### src/tcl_pkg.sv
// shared types, widths and coefficient tables for the two-channel lux calculation
// no dependencies; imported by every module of the block
package tcl_pkg;

  // channel widths
  localparam int CNT_W     = 16;
  localparam int SCALE_W   = 16;
  localparam int CH_SHIFT  = 10;
  localparam int CH_W      = CNT_W + SCALE_W - CH_SHIFT;
  localparam logic [SCALE_W-1:0] SCALE_RESET = 16'h7517;

  // ratio divider
  localparam int RATIO_SHIFT = 9;
  localparam int NUM_W       = CH_W + RATIO_SHIFT + 1;
  localparam int QUO_W       = 12;
  localparam int RATIO_W     = QUO_W;
  localparam int CMP_W       = CH_W + QUO_W;

  // coefficients and result
  localparam int COEF_W    = 10;
  localparam int PROD_W    = CH_W + COEF_W;
  localparam int LUX_SHIFT = 14;
  localparam int LUX_W     = 18;
  localparam int SEGMENTS  = 7;

  // stream and register port widths
  localparam int IN_TDATA_W  = 2 * CNT_W;
  localparam int OUT_TDATA_W = 24;
  localparam int ADDR_W      = 3;
  localparam int DATA_W      = 32;
  localparam logic REG_CHANNEL_SCALE = 1'b0;

  // breakpoints and coefficient pairs, one per segment
  localparam logic [COEF_W-1:0] BRK_K [SEGMENTS] = '{
    10'h043, 10'h085, 10'h0c8, 10'h10a, 10'h14d, 10'h19a, 10'h29a
  };
  localparam logic [COEF_W-1:0] COEF_B [SEGMENTS] = '{
    10'h204, 10'h228, 10'h253, 10'h282, 10'h177, 10'h101, 10'h037
  };
  localparam logic [COEF_W-1:0] COEF_M [SEGMENTS] = '{
    10'h1ad, 10'h2c1, 10'h363, 10'h3df, 10'h1dd, 10'h127, 10'h02b
  };

  typedef logic [CH_W-1:0] chan_t;

  typedef struct packed {
    chan_t c0;
    chan_t c1;
  } chan_pair_t;

  typedef struct packed {
    chan_pair_t           ch;
    logic [NUM_W-1:0]     rem;
    logic [QUO_W-1:0]     quo;
    logic                 zero;
    logic                 sat;
  } div_stage_t;

  typedef struct packed {
    logic [COEF_W-1:0] b;
    logic [COEF_W-1:0] m;
  } coef_t;

  // first segment whose breakpoint is not below the ratio; zero past the last one
  function automatic coef_t seg_coef(input logic [RATIO_W-1:0] ratio);
    coef_t c;
    c = '0;
    for (int i = SEGMENTS - 1; i >= 0; i--) begin
      if (ratio <= RATIO_W'(BRK_K[i])) begin
        c.b = COEF_B[i];
        c.m = COEF_M[i];
      end
    end
    return c;
  endfunction

endpackage

### src/tcl_divider.sv
// pipelined restoring divider: (c1 << 10) / c0, one quotient bit per stage
// depends on tcl_pkg; quotients that do not fit QUO_W bits are flagged as saturated
module tcl_divider (
  input  logic               clk,
  input  logic               rst,
  input  logic               en,
  input  logic               in_valid,
  input  tcl_pkg::chan_pair_t in_ch,
  output logic               out_valid,
  output tcl_pkg::div_stage_t out_st
);
  import tcl_pkg::*;

  div_stage_t       st [QUO_W+1];
  logic [QUO_W:0]   vld;
  div_stage_t       init_st;
  logic [NUM_W-1:0] num;

  // setup: numerator, zero-divisor mark, overflow check against c0 << QUO_W
  always_comb begin
    num             = {in_ch.c1, {(NUM_W - CH_W){1'b0}}};
    init_st.ch      = in_ch;
    init_st.rem     = num;
    init_st.quo     = '0;
    init_st.zero    = (in_ch.c0 == '0);
    init_st.sat     = (in_ch.c0 != '0) &&
                      (CMP_W'(num) >= CMP_W'({in_ch.c0, {QUO_W{1'b0}}}));
  end

  always_ff @(posedge clk) begin
    if (rst) begin
      vld[0] <= 1'b0;
    end else if (en) begin
      vld[0] <= in_valid;
    end
    if (en) begin
      st[0] <= init_st;
    end
  end

  // one quotient bit per stage, msb first
  for (genvar i = 0; i < QUO_W; i++) begin : g_step
    localparam int K = QUO_W - 1 - i;
    logic [CMP_W-1:0] dsh;
    logic             fits;
    div_stage_t       nxt;

    always_comb begin
      dsh  = CMP_W'(st[i].ch.c0) << K;
      fits = !st[i].zero && (CMP_W'(st[i].rem) >= dsh);
      nxt  = st[i];
      if (fits) begin
        nxt.rem    = st[i].rem - NUM_W'(dsh);
        nxt.quo[K] = 1'b1;
      end
    end

    always_ff @(posedge clk) begin
      if (rst) begin
        vld[i+1] <= 1'b0;
      end else if (en) begin
        vld[i+1] <= vld[i];
      end
      if (en) begin
        st[i+1] <= nxt;
      end
    end
  end

  assign out_valid = vld[QUO_W];
  assign out_st    = st[QUO_W];

endmodule

### src/tcl_lux_tail.sv
// segment lookup, the two coefficient products and the clamped, rounded lux value
// depends on tcl_pkg; the lux value leaves combinationally from the product stage
module tcl_lux_tail (
  input  logic                         clk,
  input  logic                         rst,
  input  logic                         en,
  input  logic                         in_valid,
  input  tcl_pkg::div_stage_t          in_st,
  output logic                         out_valid,
  output logic [tcl_pkg::LUX_W-1:0]    lux
);
  import tcl_pkg::*;

  localparam logic [PROD_W:0] ROUND_HALF = (PROD_W + 1)'(1) << (LUX_SHIFT - 1);

  logic [QUO_W:0]   quo_inc;
  logic [RATIO_W-1:0] ratio;
  coef_t            coef_nxt;
  coef_t            coef;
  chan_pair_t       ch;
  logic             v_coef;
  logic [PROD_W-1:0] pos;
  logic [PROD_W-1:0] neg;
  logic             v_prod;
  logic [PROD_W-1:0] diff;
  logic [PROD_W:0]  acc;

  // rounded ratio and coefficient pick
  always_comb begin
    quo_inc  = {1'b0, in_st.quo} + (QUO_W + 1)'(1);
    ratio    = in_st.zero ? '0 : quo_inc[QUO_W:1];
    coef_nxt = in_st.sat ? '0 : seg_coef(ratio);
  end

  always_ff @(posedge clk) begin
    if (rst) begin
      v_coef <= 1'b0;
      v_prod <= 1'b0;
    end else if (en) begin
      v_coef <= in_valid;
      v_prod <= v_coef;
    end
    if (en) begin
      coef <= coef_nxt;
      ch   <= in_st.ch;
      pos  <= PROD_W'(ch.c0) * PROD_W'(coef.b);
      neg  <= PROD_W'(ch.c1) * PROD_W'(coef.m);
    end
  end

  // clamp at zero, round half up, drop the fraction
  always_comb begin
    diff = (pos > neg) ? (pos - neg) : '0;
    acc  = {1'b0, diff} + ROUND_HALF;
  end

  assign out_valid = v_prod;
  assign lux       = acc[LUX_SHIFT+LUX_W-1:LUX_SHIFT];

endmodule

### src/tcl_skid.sv
// two-entry output buffer: output register plus skid register
// depends on tcl_pkg; in_ready is registered so it never depends combinationally on m_ready
module tcl_skid (
  input  logic                      clk,
  input  logic                      rst,
  input  logic                      in_valid,
  output logic                      in_ready,
  input  logic [tcl_pkg::LUX_W-1:0] in_data,
  output logic                      m_valid,
  input  logic                      m_ready,
  output logic [tcl_pkg::LUX_W-1:0] m_data
);
  import tcl_pkg::*;

  logic             sk_valid;
  logic [LUX_W-1:0] sk_data;
  logic             push;

  assign in_ready = !sk_valid;
  assign push     = in_valid && !sk_valid;

  // output register drains the skid first, otherwise takes the new beat
  always_ff @(posedge clk) begin
    if (rst) begin
      m_valid  <= 1'b0;
      sk_valid <= 1'b0;
    end else if (!m_valid || m_ready) begin
      if (sk_valid) begin
        m_valid  <= 1'b1;
        sk_valid <= 1'b0;
      end else begin
        m_valid  <= push;
      end
    end else if (push) begin
      sk_valid <= 1'b1;
    end
    if (!m_valid || m_ready) begin
      m_data <= sk_valid ? sk_data : in_data;
    end else if (push) begin
      sk_data <= in_data;
    end
  end

endmodule

### src/two_channel_lux_calc_unit.sv
// Two-channel lux calculation: takes one broadband/infrared count pair per cycle and
// returns one rounded lux value per pair, in order. Most of the pipeline depth is in the
// ratio divider, which resolves one quotient bit per stage over twelve stages. Throughput
// is one beat per cycle; s_tready falls only once the two-entry output buffer is full.
// channel_scale lives at byte address 0 of the register port and should be changed
// only while no beats are in flight.
// depends on tcl_pkg, tcl_divider, tcl_lux_tail, tcl_skid
module two_channel_lux_calc_unit (
  input  logic                              clk,
  input  logic                              rst,
  // slave stream: [15:0] broadband_count, [31:16] infrared_count
  input  logic                              s_tvalid,
  output logic                              s_tready,
  input  logic [tcl_pkg::IN_TDATA_W-1:0]    s_tdata,
  // master stream: [17:0] lux_value, [23:18] zero
  output logic                              m_tvalid,
  input  logic                              m_tready,
  output logic [tcl_pkg::OUT_TDATA_W-1:0]   m_tdata,
  // register port
  input  logic                              psel,
  input  logic                              penable,
  input  logic                              pwrite,
  input  logic [tcl_pkg::ADDR_W-1:0]        paddr,
  input  logic [tcl_pkg::DATA_W-1:0]        pwdata,
  output logic [tcl_pkg::DATA_W-1:0]        prdata,
  output logic                              pready
);
  import tcl_pkg::*;

  logic [SCALE_W-1:0] channel_scale;
  logic               en;
  logic               v_in;
  logic [CNT_W-1:0]   broadband_count;
  logic [CNT_W-1:0]   infrared_count;
  logic               v_sc;
  chan_pair_t         ch_sc;
  logic               dv_valid;
  div_stage_t         dv_st;
  logic               tail_valid;
  logic [LUX_W-1:0]   lux_value;
  logic [LUX_W-1:0]   m_lux;
  logic               reg_hit;

  // register port
  assign pready  = 1'b1;
  assign reg_hit = (paddr[ADDR_W-1] == REG_CHANNEL_SCALE);
  assign prdata  = reg_hit ? DATA_W'(channel_scale) : '0;

  always_ff @(posedge clk) begin
    if (rst) begin
      channel_scale <= SCALE_RESET;
    end else if (psel && penable && pwrite && pready && reg_hit) begin
      channel_scale <= pwdata[SCALE_W-1:0];
    end
  end

  // the whole pipeline advances while the output buffer has room
  assign s_tready = en;

  // input beat register
  always_ff @(posedge clk) begin
    if (rst) begin
      v_in <= 1'b0;
    end else if (en) begin
      v_in <= s_tvalid;
    end
    if (en) begin
      broadband_count <= s_tdata[CNT_W-1:0];
      infrared_count  <= s_tdata[2*CNT_W-1:CNT_W];
    end
  end

  // integration-time scaling of both channels
  always_ff @(posedge clk) begin
    if (rst) begin
      v_sc <= 1'b0;
    end else if (en) begin
      v_sc <= v_in;
    end
    if (en) begin
      ch_sc.c0 <= CH_W'((CNT_W + SCALE_W)'(broadband_count * channel_scale) >> CH_SHIFT);
      ch_sc.c1 <= CH_W'((CNT_W + SCALE_W)'(infrared_count * channel_scale) >> CH_SHIFT);
    end
  end

  tcl_divider u_div (
    .clk       (clk),
    .rst       (rst),
    .en        (en),
    .in_valid  (v_sc),
    .in_ch     (ch_sc),
    .out_valid (dv_valid),
    .out_st    (dv_st)
  );

  tcl_lux_tail u_tail (
    .clk       (clk),
    .rst       (rst),
    .en        (en),
    .in_valid  (dv_valid),
    .in_st     (dv_st),
    .out_valid (tail_valid),
    .lux       (lux_value)
  );

  tcl_skid u_skid (
    .clk      (clk),
    .rst      (rst),
    .in_valid (tail_valid),
    .in_ready (en),
    .in_data  (lux_value),
    .m_valid  (m_tvalid),
    .m_ready  (m_tready),
    .m_data   (m_lux)
  );

  assign m_tdata = OUT_TDATA_W'(m_lux);

  // a full skid register means a result is waiting on the output
  a_stall_has_result: assert property (@(posedge clk) disable iff (rst)
    !s_tready |-> m_tvalid)
    else $error("input stalled with no result on the output");

  // the buffer only fills while the output is held back
  a_stall_cause: assert property (@(posedge clk) disable iff (rst)
    $fell(s_tready) |-> $past(m_tvalid && !m_tready))
    else $error("input stalled without output back-pressure");

  // a zero broadband channel never reads as a saturated ratio
  a_zero_not_sat: assert property (@(posedge clk) disable iff (rst)
    dv_valid && dv_st.zero |-> !dv_st.sat)
    else $error("zero divisor flagged as saturated");

endmodule
### config.mk
export PLATFORM = sky130hd
export DESIGN_NAME = two_channel_lux_calc_unit
export DESIGN_NICKNAME = d
export VERILOG_FILES = /design/src/tcl_pkg.sv /design/src/tcl_divider.sv /design/src/tcl_lux_tail.sv /design/src/tcl_skid.sv /design/src/two_channel_lux_calc_unit.sv
export SDC_FILE = /design/constraint.sdc
export NUM_CORES = 2
export LEC_CHECK = 0
export ABC_AREA = 0
export ABC_CLOCK_PERIOD_IN_PS = 20700
export BUFFER_PORTS_ARGS = -buffer_cell sky130_fd_sc_hd__buf_2
export CORE_ASPECT_RATIO = 0.75
export CORE_MARGIN = 2
export CORE_UTILIZATION = 40
export CTS_BUF_LIST = sky130_fd_sc_hd__clkbuf_4 sky130_fd_sc_hd__clkbuf_8
export CTS_CLUSTER_SIZE = 40
export DETAILED_ROUTE_END_ITERATION = 10
export GPL_ROUTABILITY_DRIVEN = 0
export SYNTH_ARGS = -nofsm -noshare
export SYNTH_HDL_FRONTEND = slang
export SYNTH_SLANG_ARGS = --single-unit
### constraint.sdc
create_clock -name clk -period 20.7 [get_ports clk]
set_clock_uncertainty 0.05 [all_clocks]
set_input_delay 1.035 -clock clk [delete_from_list [all_inputs] [get_ports clk]]
set_output_delay 1.035 -clock clk [all_outputs]
set_load 0.005 [all_outputs]
# --- Yosys cells after proc, flatten, opt, wreduce, memory -nomap -nowiden ---
# Memories as Yosys holds them, arrays and structs flattened.
# Index checks and enable logic that the tools add are counted.
word_totals:
  ff_bits: 275
  latch_bits: 0
  in_bits: 74
  rom_bits: 0
  ram_bits: 1170
  n_memories: 1
  output_inout_bits: 59
  elab_cells: 158
classes:
  n_div: 0
  shift: 0
  n_mul: 4
  reduce_logical: 40
  add_sub_neg: 15
  mux: 36
  eq_ne: 0
  bitwise: 2
  n_lt_le_gt_ge: 21
mem_list:
  columns: ["name", "words", "word_bits", "read_ports", "rd_clocked_by_memory_dff", "wr", "line", "text"]
  rows:
  - ["u_div.st", 13, 90, 13, 0, 13, "tcl_divider.sv:14", "div_stage_t st [QUO_W+1];"]
ops:
  columns: ["op", "count"]
  rows:
  - ["32-bit two-way mux", 12]
  - ["32-bit subtractor", 3]
  - ["20-bit two-way mux", 4]
  - ["16-bit by 16-bit multiplier with 32-bit output", 2]
  - ["22-bit by 10-bit multiplier with 32-bit output", 2]
  - ["19-bit two-way mux", 2]
  - ["12-bit by 9-bit <= comparator with 1-bit output (second input constant)", 3]
  - ["32-bit by 34-bit >= comparator with 1-bit output", 1]
  - ["32-bit by 33-bit >= comparator with 1-bit output", 1]
  - ["33-bit two-way mux", 1]
  - ["32-bit by 14-bit adder with 32-bit output (second input constant)", 1]
  - ["32-bit by 22-bit >= comparator with 1-bit output", 1]
  - ["32-bit by 23-bit >= comparator with 1-bit output", 1]
  - ["32-bit by 24-bit >= comparator with 1-bit output", 1]
  - ["32-bit by 25-bit >= comparator with 1-bit output", 1]
  - ["32-bit by 26-bit >= comparator with 1-bit output", 1]
  - ["32-bit by 27-bit >= comparator with 1-bit output", 1]
  - ["32-bit by 28-bit >= comparator with 1-bit output", 1]
  - ["32-bit by 29-bit >= comparator with 1-bit output", 1]
  - ["32-bit by 30-bit >= comparator with 1-bit output", 1]
  - ["32-bit by 31-bit >= comparator with 1-bit output", 1]
  - ["32-bit >= comparator", 1]
  - ["32-bit > comparator", 1]
  - ["16-bit two-way mux", 2]
  - ["28 further kinds", 72]

# --- Longest topological paths before layout ---
# An unclocked memory read counts as a cell.
depth:
  ltp_word: 11
  ltp_mapped: 26
  mapped_depth_nobuf: 25

# --- Cells and area by module ---
# A second synthesis with hierarchy kept.
unflattened:
  hier_cells: 8280
  hier_area_um2: 90973.5
by_module_without_submodules:
  columns: ["module", "area_per_inst_um2", "cells_per_inst", "seq_area_each_um2", "n_inst"]
  rows:
  - ["tcl_divider", 49144.6, 3912, 30108.9, 1]
  - ["tcl_lux_tail", 20493.4, 2186, 3883.7, 1]
  - ["two_channel_lux_calc_unit", 19891.6, 2118, 2642.5, 1]
  - ["tcl_skid", 1443.9, 64, 1121.1, 1]

# --- Worst setup path after synthesis ---
# OpenSTA, ideal clock, no wires.
synth_timing:
  path_type: "register -> register"
  from: "register u_skid.sk_valid"
  to: "register u_skid.m_data[12] (netlist bit) (data pin)"
  arrival_ns: 14.642
  synth_period_minus_slack_ns: 14.912
  t_required_ns: 20.430
  path_stages_with_launch: 4
  slack_ns: 5.788
  path_cell_list: "dfxtp_1 > clkbuf_1 > inv_2 > mux2_2"
synth_via:
  elab_chain_cells: 1
synth_rtl:
  columns: ["element", "line", "text"]
  rows:
  - ["start, declared", "tcl_skid.sv:15", "logic sk_valid;"]
  - ["start signal, assigned", "tcl_skid.sv:26", "sk_valid <= 1'b0;"]
  - ["start signal, assigned", "tcl_skid.sv:30", "sk_valid <= 1'b0;"]
  - ["start signal, assigned", "tcl_skid.sv:35", "sk_valid <= 1'b1;"]
  - ["18-bit two-way mux", "tcl_skid.sv:38", "m_data <= sk_valid ? sk_data : in_data;"]
  - ["end signal, assigned", "tcl_skid.sv:38", null]
  - ["end, declared", "tcl_skid.sv:11", "output logic [tcl_pkg::LUX_W-1:0] m_data"]
# No other way between the ends.
# A chain may end at the register's enable or synchronous reset.

# --- Worst setup path in the final report ---
layout_timing:
  from: "register infrared_count[7]"
  to: "register ch_sc[21] (netlist bit) (data pin)"
layout_via:
  elab_chain_cells: 1
layout_rtl:
  columns: ["element", "line", "text"]
  rows:
  - ["start, declared", "two_channel_lux_calc_unit.sv:34", "logic [CNT_W-1:0] infrared_count;"]
  - ["start signal, assigned", "two_channel_lux_calc_unit.sv:69", "infrared_count <= s_tdata[2*CNT_W-1:CNT_W];"]
  - ["16-bit by 16-bit multiplier with 32-bit output", "two_channel_lux_calc_unit.sv:82", "ch_sc.c1 <= CH_W'((CNT_W + SCALE_W)'(infrared_count * channel_scale) >> CH_SHIFT);"]
  - ["end, declared", "two_channel_lux_calc_unit.sv:36", "chan_pair_t ch_sc;"]
# No other way between the ends.

==> flow_metrics.env <==
export IMPL_num_vias=54900
export IMPL_critical_path_max_fanout=16
export IMPL_cts_root_buf="clkbuf_8"
export IMPL_ys_ff_latch=1237
export IMPL_synth_warnings=0
export IMPL_rsz0062_at_grt="false"
export IMPL_timing_fmax_mhz=141
export IMPL_area_growth_syn_to_layout_pct=8.57
export IMPL_drive_gt1_frac=0.0786
export IMPL_io_pins=133
export IMPL_cts_made_buffers=200
export IMPL_synth_area_per_cell_sq_um=11.2
export IMPL_die_area_sq_mm=0.221
export IMPL_dr_first_iter_drc_count=4032
export IMPL_synth_distinct_cells=91
export IMPL_grt_pass1_vias=55800
export IMPL_cpPeakStageDelay_ns=0.99
export IMPL_postSynthCellCount=7760
export IMPL_postCtsSetupBuffers=0
export IMPL_finalSetupViolations=0
export IMPL_hold_class="input pin to flip-flop"
export IMPL_post_route_drc_count=0
export IMPL_seq_area_frac_synth=0.424
export IMPL_final_cells=10900
export IMPL_slowest_stage="edfxtp_1"
export IMPL_core_rowCount=148
export IMPL_ys_async_sr_fraction=0
export IMPL_gr_total_overflow=0
export IMPL_drtPass1Iterations=5
export IMPL_startpoint_type="flip-flop"
export IMPL_clock_tree_htree_level_count=4
export IMPL_grt_max_degree=162
export IMPL_required_ns=21.29
export IMPL_finalNetCount=9293
export IMPL_wl_um=188000
export IMPL_slew_headroom=0.0796
export IMPL_die_h_um=407
export IMPL_dp_cells=10500
export IMPL_vias_per_cell=5.05
export IMPL_tightest_slew_ns=1.38
export IMPL_syn_cell_area_sq_mm=0.0868
export IMPL_start_util=0.401
export IMPL_cts_path_max_buffers=4
export IMPL_period_needed_ns=7.10
export IMPL_clk_pin_slew_worst_paths_ns=0.07
export IMPL_worst_ep_arrival_time_ns=7.69
export IMPL_ys_flop_type="edfxtp_1"
export IMPL_tritoncts="yes"
export IMPL_outcome="complete, no violations"
export IMPL_cts_resized_gates=0
export IMPL_antenna_found_initial=10
export IMPL_slew_viol_final=0
export IMPL_post_route_util=0.436
export IMPL_place_hpwl_um=140000
export IMPL_core_sq_mm=0.216
export IMPL_critPathKind="flip-flop to flip-flop"
export IMPL_synth_edf_count=1202
export IMPL_fin_area_sq_mm=0.0942
export IMPL_path_cells="nand2_1 -> fa_1 -> inv_1 -> fa_1 -> fa_1 -> fa_1 -> fa_1 -> inv_1 -> fa_1 -> inv_1 -> ha_1 -> a21o_1 -> a21o_1 -> a21oi_1 -> o21ai_0 -> a211oi_1 -> nor2_1 -> nor4_1 -> a21oi_1 -> a41o_1 -> nor4_1 -> a311oi_1"
export IMPL_end_kind="flip-flop"
export IMPL_postCtsHoldBufs=0
export IMPL_wl_per_cell_um=17.3
export IMPL_place_area_sq_mm=0.0902
export IMPL_grt_first_pass_wirelength_um=305000
export IMPL_clock_latency_ns=0.93
export IMPL_hold_viol_final=0
export IMPL_critPathMostFrequentCell="fa_1"
export IMPL_die_w_um=542
export IMPL_grt_usage=0.171
export IMPL_cap_violations=0
export IMPL_io_buffers=91
export IMPL_period_share=0.343
export IMPL_setup_tns_ns=0
export IMPL_ant_nets=0
export IMPL_cts_sinks=1237
==> registers in the layout, summed over array words and instances, names as in the netlist <==
name / flops
broadband_count: 16
ch_sc: 44
channel_scale: 16
infrared_count: 16
u_div.out_valid: 1
u_div.st: 962
u_div.vld: 12
u_skid.m_data: 18
u_skid.m_valid: 1
u_skid.sk_data: 18
u_skid.sk_valid: 1
u_tail.ch: 44
u_tail.coef: 20
u_tail.neg: 32
u_tail.out_valid: 1
u_tail.pos: 32
u_tail.v_coef: 1
v_in: 1
v_sc: 1
==> critical path: cells and delay by family, from the launching register on <==
kind | cells | cell delay [ns]
AO/OA/AOI/OAI | 8 | 1.62
adder cells (fa/ha/maj) | 7 | 3.36
buffers and inverters | 3 | 0.14
flip-flops | 1 | 0.99
AND/OR/NAND/NOR | 4 | 0.67
==> cells by family (layout without fill, tap and decap cells) <==
family | after synthesis | count (layout) | synth area share
AO/OA/AOI/OAI | 1086 | 1086 | 0.0804
XOR/XNOR | 364 | 364 | 0.0368
adder cells (fa/ha/maj) | 1365 | 1365 | 0.258
buffers and inverters | 1482 | 1714 | 0.0654
flip-flops | 1237 | 1237 | 0.424
multiplexers | 134 | 134 | 0.0171
other | 2 | 30 | 0.0000865
AND/OR/NAND/NOR | 2090 | 2090 | 0.118
==> metal layers <==
metal  up-vias  GRT usage  wire (um)
met4         4     0.0486       4540
met1     26900      0.245      87100
met3       272     0.0278      11000
met2      1537      0.269      85100
li1      26200          -          -
met5         -          0         22
==> stage by stage <==
step,hold WS [ns],worst slack [ns]
floorplan,0.350,5.79
detailed placement,0.355,13.71
finish,0.240,13.60
global placement,0.350,13.74
global route,0.163,13.19
CTS,0.134,13.64
==> path summary, 6_finish.rpt <==
check | cells past startpoint | endpoint | slack, ns | startpoint
setup / recovery | 22 | ch_sc[21]$_DFFE_PN_ | 13.60 | infrared_count[7]$_DFFE_PN_
hold / removal | 1 | broadband_count[0]$_DFFE_PN_ | 0.24 | s_tdata[0]
setup reg to reg | 22 | ch_sc[21]$_DFFE_PN_ | 13.60 | infrared_count[7]$_DFFE_PN_
hold reg to reg | 0 | u_tail.ch[21]$_DFFE_PN_ | 0.34 | u_div.st[1][427]$_DFFE_PN_
==> cells in the mapped netlist (11+ instances only) <==
cell / n / area [sq um]
a31oi_1: 33 / 206
nor2_1: 293 / 1100
o21ai_1: 13 / 65.1
a2111oi_0: 12 / 105
nand2b_1: 62 / 388
o31ai_1: 38 / 285
nand2_1: 817 / 3070
nand4_1: 53 / 332
nor2b_1: 74 / 463
or3_1: 21 / 131
buf_2: 11 / 55.1
inv_1: 1212 / 4550
buf_4: 25 / 188
nand3_1: 83 / 415
nor3_1: 89 / 445
a211oi_1: 21 / 158
o21ai_0: 237 / 1190
clkbuf_1: 225 / 845
nor3b_1: 14 / 105
o21a_1: 52 / 390
xnor2_1: 238 / 2080
o211ai_1: 15 / 113
ha_1: 652 / 8160
fa_1: 713 / 14300
and3_1: 23 / 144
or2_2: 19 / 119
o2111ai_1: 11 / 96.3
a31o_2: 17 / 149
and2_1: 448 / 2800
and4_1: 14 / 123
nor4_1: 33 / 206
a21boi_0: 26 / 195
o21bai_1: 40 / 300
mux2i_1: 25 / 250
edfxtp_1: 1202 / 36100
dfxtp_1: 35 / 701
xor2_1: 125 / 1090
a21o_1: 161 / 1210
mux2_2: 107 / 1200
nand3b_1: 19 / 143
a21oi_1: 313 / 1570
==> final cells by class <==
| type | instances | area [sq um] |
|---|---|---|
| inverter | 1213 | 4560 |
| tap | 2850 | 3570 |
| timing repair buffer | 140 | 836 |
| sequential | 1237 | 36800 |
| multi-input combinational | 5062 | 44500 |
| fill | 20000 | 122000 |
| clock inverter | 99 | 712 |
| antenna | 7 | 17.5 |
| clock buffer | 262 | 3280 |
==> cells in the final DEF (no fill, tap or decap), types with 237 or more instances in the layout <==
cell / n
o21ai_0: 237
ha_1: 652
nor2_1: 293
xnor2_1: 238
and2_1: 448
fa_1: 713
inv_1: 1212
edfxtp_1: 1202
a21oi_1: 312
nand2_1: 817
Power is not shown: default switching activity piles up to over one toggle a cycle in this logic, so the estimate is an artifact.
